===== config.mk =====
export PLATFORM = sky130hd
export DESIGN_NAME = tpc_div_step
export DESIGN_NICKNAME = d
export VERILOG_FILES = /design/src/hw/rtl/tpc_pkg.sv /design/src/hw/rtl/tpc_div_step.sv
export SDC_FILE = /design/constraint.sdc
export NUM_CORES = 1
export LEC_CHECK = 0
export ABC_AREA = 1
export ABC_CLOCK_PERIOD_IN_PS = 4000
export BUFFER_PORTS_ARGS = -buffer_cell sky130_fd_sc_hd__buf_2
export CAP_MARGIN = 20
export CORE_MARGIN = 2
export CORE_UTILIZATION = 49
export CTS_CLUSTER_DIAMETER = 60
export DETAILED_ROUTE_END_ITERATION = 10
export PLACE_DENSITY = 0.72
export SLEW_MARGIN = 20
export SYNTH_ARGS = -nofsm -noshare
export SYNTH_HDL_FRONTEND = slang
export SYNTH_SLANG_ARGS = --single-unit

===== constraint.sdc =====
create_clock -name clk -period 4 [get_ports clk]
set_clock_uncertainty 0.15 [all_clocks]
set_input_delay 0.8 -clock clk [delete_from_list [all_inputs] [get_ports clk]]
set_output_delay 0.8 -clock clk [all_outputs]
set_load 0.005 [all_outputs]

===== src/hw/rtl/tpc_pkg.sv =====
`timescale 1ns / 1ps
// ----------------------------------------------------------------------------
// tpc_pkg
// Shared constants and types for the triangle plane clipper.
// ----------------------------------------------------------------------------
package tpc_pkg;

    localparam int COORD_BITS_DEF = 32;
    localparam int TAG_BITS_DEF   = 24;

    localparam int CFG_IDX_W  = 8;
    localparam int CFG_DATA_W = 32;

    localparam logic [CFG_IDX_W-1:0] REG_NORMAL_X     = 8'd0;
    localparam logic [CFG_IDX_W-1:0] REG_NORMAL_Y     = 8'd1;
    localparam logic [CFG_IDX_W-1:0] REG_NORMAL_Z     = 8'd2;
    localparam logic [CFG_IDX_W-1:0] REG_PLANE_OFFSET = 8'd3;

    localparam logic signed [15:0] NORMAL_X_RST = 16'sd16384;
    localparam logic signed [15:0] NORMAL_Y_RST = 16'sd0;
    localparam logic signed [15:0] NORMAL_Z_RST = 16'sd0;
    localparam logic signed [31:0] OFFSET_RST   = 32'sd0;

    // What the output stage does with a finished item.
    typedef enum logic [1:0] {
        MODE_DROP,
        MODE_PASS,
        MODE_ONE_IN,
        MODE_TWO_IN
    } mode_t;

endpackage


===== src/hw/rtl/tpc_div_step.sv =====
`timescale 1ns / 1ps
// ----------------------------------------------------------------------------
// tpc_div_step
// One registered restoring-division step: produces one quotient bit.
// ----------------------------------------------------------------------------
module tpc_div_step
    import tpc_pkg::*;
#(
    parameter int RW = 52,
    parameter int QW = 29
)
(
    input  logic          clk,
    input  logic          en,
    input  logic [RW-1:0] r_in,
    input  logic [RW-1:0] d_in,
    input  logic [QW-1:0] q_in,
    output logic [RW-1:0] r_out,
    output logic [RW-1:0] d_out,
    output logic [QW-1:0] q_out
);

    logic [RW-1:0] r_shift;
    logic          fits;

    assign r_shift = {r_in[RW-2:0], 1'b0};
    assign fits    = (r_shift >= d_in);

    always_ff @(posedge clk)
    begin
        if (en)
        begin
            r_out <= fits ? (r_shift - d_in) : r_shift;
            d_out <= d_in;
            q_out <= {q_in[QW-2:0], fits};
        end
    end

endmodule


==> results of run 1 <==
## state kept, by name, summed over array words and instances, names as in the netlist
signal  cells
q_out      29
d_out      52
r_out      52
## critical path: stages
cell and delay, ps:
buf_2 100, inv_1 100, fa_1 490, nand2_1 100, nand3_1 80, and2_1 180, nand3_1 110, nand3b_2 210
nand2_2 160, nand3_4 280, buf_12 300, nand2_1 80, o21ai_0 80
## metal layers
| metal | routed length, um | share of wire (%) | GRT usage, % |
|---|---|---|---|
| met1 | 13070 | 46 | 39.65 |
| met5 | 0 | 0 | 0 |
| met3 | 2266 | 7.9 | 5.033 |
| met2 | 13040 | 45 | 44.76 |
| met4 | 338 | 1.2 | 6.643 |
## logic make-up (layout without fill, tap and decap cells)
family	Yosys count	after routing	share of synthesized area (%)
AOI/OAI and AO/OA	68	68	3.808
adders and majority gates	53	53	6.966
xor gates and xnor gates	29	29	2.638
DFF	133	133	41.48
buffers and inverters	326	615	13.02
and+or+nand+nor	716	716	32.09
## synthesized netlist by cell type (2+ instances only)
cell type,instances
inv_1,306
inv_2,6
nand4_1,33
nand3_2,10
o21bai_1,4
a21oi_1,31
nand3_1,51
ha_1,52
clkbuf_1,6
buf_2,6
o21a_1,2
buf_8,2
edfxtp_1,133
nor3_1,5
nor2_2,12
nand2_1,492
o21ai_0,30
nor4_1,2
and2_1,5
xor2_1,29
nand3b_1,14
nand2_2,4
nor2_4,2
nor2_1,80
## final timing paths
kind                 start         to  cells after the start
setup / recovery   d_in[0]  r_out[18]                     13
hold / removal    q_in[26]  q_out[27]                      1
## placed cells by master (no fill, tap or decap), types with 3 or more instances in the layout
master,instances
ha_1,52
nand2_2,4
and2_1,5
clkinvlp_4,4
nor2_1,80
nor2_2,12
inv_2,6
nor3_1,5
o21ai_0,30
buf_4,4
nand3_2,10
inv_6,3
nand4_1,33
xor2_1,29
inv_8,4
a21oi_1,31
o21bai_1,4
clkbuf_16,17
nand3b_1,14
nand2_1,492
buf_2,264
edfxtp_1,133
inv_1,306
nand3_1,51
## layout make-up
type	instances	area, sq um
Timing Repair Buffer	271	1403
Clock inverter	15	140.1
Sequential cell	133	3994
Tap cell	265	331.6
Inverter	312	1171
Multi-Input combinational cell	866	4380
Clock buffer	17	425.4
Fill cell	1851	7553
## power by group
| group | leakage [nW] | switching (mW) | internal [mW] | total (mW) |
|---|---|---|---|---|
| combinational | 4.93 | 0.708 | 0.408 | 1.12 |
| sequential | 1.30 | 0.0322 | 1.71 | 1.75 |
| clock | 0.267 | 0.697 | 0.819 | 1.52 |
| total | 6.50 | 1.44 | 2.94 | 4.38 |
## through the flow
stage          instance area, sq um  cells  total power, mW  worst slack (ps)  hold WS [ps]
2_1_floorplan                  9628   1325            2.430              1135         748.9
3_3_place_gp                  11280   1847            2.863             517.3         827.1
3_5_place_dp                  11280   1847            2.886             491.9         828.1
4_1_cts                       11850   1879            4.398             952.7         379.1
5_1_grt                       11850   1879            4.609             742.7         375.0
6_report                      11850   1879            4.378             925.4         386.2
==> summary.txt, run 1 <==
CLOCKING
--------------------------------------------------------------------------------
Maximum clock insertion buffer count                                           2
Number of clock buffers inserted by TritonCTS                                 17
Setup Fix Bufs, Post-CTS                                                       0
Sink Count                                                                   133
# resized after CTS                                                            0
Hold-fix buffer count after cts                                                0
TritonCTS clock tree                                                       built
Clk Tree Root Cell                                                     clkbuf_16
Clock transition at path regs                                              70 ps
Number of H-tree levels                                                        4

POWER AND IR DROP
--------------------------------------------------------------------------------
Peak ir drop on the vdd network                                        0.2991 mV
Power density over cell area                                        369.6 nW/um^2
Standby leakage power                                                   6.496 nW

SYNTHESIS
--------------------------------------------------------------------------------
Number of synthesized flops with an enable pin                               133
Leading post-synthesis cells by cell area                           edfxtp_1 41%, nand2_1 19%, inv_1 12%, ha_1 6.8%, nor2_1 3.1%
Post-synth ARST share                                                         0%
Number of instances in the synthesized netlist                              1325
Prevailing post-synth register cell                                     edfxtp_1
Sequential share of the synthesized area                                  41.48%
Area share of the largest cell type after synthesis                       41.48%
Synth Net Count                                                             1513
Mean cell area of the mapped netlist                                 7.266 sq um
Post-synthesis cell type count                                                32
Cell area after technology mapping                                    9628 sq um
Total number of yosys warnings                                                 0
Yosys top cell by area                                                  edfxtp_1
FF+latch count, synth                                                        133

ROUTING
--------------------------------------------------------------------------------
Detailed-route wire length per cell                                     15.28 um
Total length of routed wires                                            28.72 mm
DRC violations left                                                            0
Drt first-iter violations                                                    657
Routed via count divided by cell count                                     4.832
Pre-Repair DR Iteration Count                                                  6
Antenna violation net count after detailed routing                             0
Vias post-DR                                                                9080

FLOORPLANNING
--------------------------------------------------------------------------------
DIE HEIGHT                                                              144.2 um
Initial cell density of the core                                          49.63%
Placement row count                                                           51
Die area                                                             20790 sq um
Core area                                                            19400 sq um
Boundary Pins                                                                268
Die span in x                                                           144.2 um

GLOBAL ROUTING
--------------------------------------------------------------------------------
Via count of the first global-routing pass                                  8360
Number of antenna violations at the first check in global routing              0
Global-route wire length before repair                                  43.68 mm
Overflow left after global routing                                             0
Pin count of the biggest net entering global routing                          75
Total GRT Usage                                                           27.99%

SETUP PATH
--------------------------------------------------------------------------------
Crit path arrival time                                                   3100 ps
Max FO, Critical Path                                                         44
Category of the worst setup path capture point                         flip-flop
Worst Path Required                                                      4030 ps
Critical path type                                                  input port to flip-flop
Startpoint kind of the worst setup timing path                        input port

MIN PATH
--------------------------------------------------------------------------------
Class of the most critical hold timing path                         input port to flip-flop

TIMING
--------------------------------------------------------------------------------
Maximum clock rate                                                     325.2 MHz
Count of final max-slew check failures                                         0
Max-slew headroom at the worst pin                                        60.21%
Number of hold violations in the final report                                  0
Unrepaired setup endpoints after global routing                               no
Finish-stage setup viols                                                       0
Final total negative setup slack                                            0 ps
Slew at the pin closest to its max-slew limit                           596.8 ps
Final clock period utilization by the worst path                          76.86%
Final period demand of the worst path                                    3075 ps

LAYOUT
--------------------------------------------------------------------------------
Net count of the finished layout                                            1789
Ant diodes                                                                     0
Final core area utilization                                               61.06%
Synth-to-layout area growth                                               23.03%
Fraction of final layout cells with drive strength greater than 1         21.25%

PLACEMENT
--------------------------------------------------------------------------------
RD Place Congestion                                                       0.9169
Count of input and output buffers                                            265
DP HPWL                                                                 23.51 mm

RUN STATUS
--------------------------------------------------------------------------------
Run status                                                             completed

FLOW RUN
--------------------------------------------------------------------------------
Max cap viols                                                                  0

No activity file was read; power rests on OpenSTA's default activity.
==> run 2: changes to the inputs <==
- ABC_AREA: 1 -> 0
- ABC_CLOCK_PERIOD_IN_PS: 4000 -> 3190
- PLACE_DENSITY: 0.72 -> 0.74
- clock period: 4 -> 3.19 ns (I/O delays scaled with it)
==> summary.txt, run 2 <==
CLOCKING
--------------------------------------------------------------------------------
Number of clock buffers inserted by TritonCTS                                 17
Clock transition at path regs                                              60 ps
Hold-fix buffer count after cts                                                0
Sink Count                                                                   133
Number of H-tree levels                                                        4
Clk Tree Root Cell                                                     clkbuf_16
TritonCTS clock tree                                                       built
Maximum clock insertion buffer count                                           2

POWER AND IR DROP
--------------------------------------------------------------------------------
Part of the total power dissipated in the clock network                    37.7%
Combinational group share of total power                                   25.5%
Power density over cell area                                        536.6 nW/um^2
Peak ir drop on the vdd network                                        0.3383 mV
Switching part of the total                                               27.06%
Standby leakage power                                                   5.186 nW
Internal power consumption                                              4.359 mW
Net Sw Power                                                            1.617 mW
Sequential fraction of design power                                        36.8%

SYNTHESIS
--------------------------------------------------------------------------------
Most repeated cell in the gate-level netlist after synthesis            edfxtp_1
Yosys top cell by area                                                  edfxtp_1
Prevailing post-synth register cell                                     edfxtp_1
Post-synthesis cell type count                                                60
Synth cell count leaders                                            133 x edfxtp_1, 96 x a21oi_1, 67 x nor2_1, 66 x inv_1, 63 x nand2_1
Post-synth ARST share                                                         0%
Xor-xnor portion of the synthesized cell area                             5.392%
Mean cell area of the mapped netlist                                 10.45 sq um
Number of instances in the synthesized netlist                               746
Synthesized-area fraction occupied by ao, oa, aoi and oai cells           18.55%
Total number of yosys warnings                                                 0
Area share of the largest cell type after synthesis                       51.22%
Synth Net Count                                                              934
Sequential share of the synthesized area                                  51.22%
Combinational family with the most area after synthesis             compound AO/OA/AOI/OAI gates
Share of synthesized cell area in and, or, nand and nor gates             11.09%
Cell area after technology mapping                                    7797 sq um
Adder and majority cell fraction of the synthesized area                  8.601%
Share of synthesized area spent on multiplexers                               0%
Leading post-synthesis cells by cell area                           edfxtp_1 51%, ha_1 8.3%, a21oi_1 6.2%, nor2_1 3.2%, inv_1 3.2%
Number of synthesized flops with an enable pin                               133
FF+latch count, synth                                                        133

SETUP PATH
--------------------------------------------------------------------------------
Startpoint kind of the worst setup timing path                        input port
Category of the worst setup path capture point                         flip-flop
Worst setup startpoint                                                  d_in[14]
Critical path type                                                  input port to flip-flop
Max FO, Critical Path                                                          5
Worst Path Required                                                      3200 ps
Crit path arrival time                                                   3050 ps
Capture point of the critical path                                     r_out[50]

LAYOUT
--------------------------------------------------------------------------------
Commonest non-fill, non-tap cell in the layout                             buf_2
Fraction of final layout cells with drive strength greater than 1         40.45%
Post-route standard cell area excluding fillers                      11140 sq um
Synth-to-layout area growth                                               42.83%
Final core area utilization                                               70.88%
Filler instances                                                            1179
Largest registers                                                   d_out (52), r_out (52), q_out (29)
Net count of the finished layout                                            1332
Commonest non-fill, non-tap cells in the layout                     264 x buf_2, 142 x buf_4, 133 x edfxtp_1
Ant diodes                                                                     0

PLACEMENT
--------------------------------------------------------------------------------
Worst setup slack before clock tree synthesis                          -400.4 ps
Count of input and output buffers                                            265
DP HPWL                                                                 16.44 mm
RD Place Congestion                                                       0.9141
Dpl cell area                                                        10380 sq um

ROUTING
--------------------------------------------------------------------------------
Antenna violation net count after detailed routing                             0
Pre-Repair DR Iteration Count                                                  5
Total length of routed wires                                            21.14 mm
Routed via count divided by cell count                                     5.212
Vias post-DR                                                                7156
DRC violations left                                                            0
Detailed-route wire length per cell                                     15.40 um
Drt first-iter violations                                                    531

GLOBAL ROUTING
--------------------------------------------------------------------------------
Overflow left after global routing                                             0
Pin count of the biggest net entering global routing                          49
Total GRT Usage                                                           24.73%
Global-route wire length before repair                                  33.00 mm
Via count of the first global-routing pass                                  6990
Number of antenna violations at the first check in global routing              0

RUN STATUS
--------------------------------------------------------------------------------
Run status                                                             completed

TIMING
--------------------------------------------------------------------------------
Slew at the pin closest to its max-slew limit                           446.0 ps
Number of hold violations in the final report                                  0
Final setup margin                                                      153.3 ps
Max-slew headroom at the worst pin                                        70.07%
Final clock period utilization by the worst path                          95.19%
Finish-stage setup viols                                                       0
Final period demand of the worst path                                    3037 ps
Final total negative setup slack                                            0 ps
Count of final max-slew check failures                                         0
Maximum clock rate                                                     329.3 MHz

FLOORPLANNING
--------------------------------------------------------------------------------
Boundary Pins                                                                268
Core area                                                            15710 sq um
Initial cell density of the core                                          49.63%
Placement row count                                                           46
Die span in x                                                           130.1 um
DIE HEIGHT                                                              130.1 um
Die area                                                             16940 sq um

MIN PATH
--------------------------------------------------------------------------------
Worst Hold Path Cells                                                          1
Class of the most critical hold timing path                         input port to flip-flop

FLOW RUN
--------------------------------------------------------------------------------
Max cap viols                                                                  0

run 2: final cells by class:
class                   instances  area [sq um]  share of cell area (%)
flip-flops and latches        133          3994                   35.86
multi-input cells             514          3465                   31.11
repair buffers                411          2479                   22.26
clock buffers                  18         429.2                   3.854
well taps                     216         270.3                   2.427
inverters                      67         254.0                   2.281
clock inverters                14         246.5                   2.213
run 2: critical path, cell delays in order:
cell      delay, ps
buf_2            90
inv_1            40
ha_1            350
nand4_1         230
nor4_4          350
nand2_1         120
buf_4           150
o22ai_2         140
a21boi_2        120
o41ai_4         340
a31oi_1         180
xor2_1          190
o21ai_1         100
run 2: stage by stage:
| step | std cells | total power, mW | hold WS (ps) |
|---|---|---|---|
| 2_1_floorplan | 746 | 2.984 | 586.9 |
| 3_3_place_gp | 1339 | 3.685 | 664.7 |
| 3_5_place_dp | 1339 | 3.720 | 666.1 |
| 4_1_cts | 1371 | 5.989 | 228.3 |
| 5_1_grt | 1373 | 6.226 | 233.7 |
| 6_report | 1373 | 5.976 | 238.7 |
run 2: what timing repair did:
item / 4_1_cts / 5_1_grt
setup endpoints to repair: 0 / 50
buffers inserted: 0 / 2
resized for setup: 0 / 12
run 2: layer usage:
| metal | part of all wire (%) | track usage [%] |
|---|---|---|
| met5 | 0 | 0 |
| met4 | 1.4 | 7.274 |
| met3 | 7.2 | 4.633 |
| met2 | 48 | 42.10 |
| met1 | 43 | 32.33 |
run 2: cell families after synthesis:
logic type	Yosys count
buffers and inverters	99
adders and majority gates	53
DFF	133
and+or+nand+nor	188
AOI/OAI and AO/OA	225
xor gates and xnor gates	48
run 2: how the worst min path moves through the flow:
stage                end  startpoint  slack, ps
2_1_floorplan   d_out[0]     d_in[0]        590
4_1_cts        q_out[17]    q_in[16]        230
6_report       q_out[23]    q_in[22]        240
3_3_place_gp   q_out[25]    q_in[24]        660
5_1_grt        q_out[17]    q_in[16]        230
3_5_place_dp   q_out[17]    q_in[16]        670
run 2: power groups by stage:
stage	clock (mW)	sequential [mW]	combinational [mW]
2_1_floorplan	0	2.27	0.715
3_3_place_gp	0	2.23	1.45
3_5_place_dp	0	2.24	1.48
4_1_cts	2.29	2.20	1.50
5_1_grt	2.32	2.22	1.68
6_report	2.25	2.20	1.52
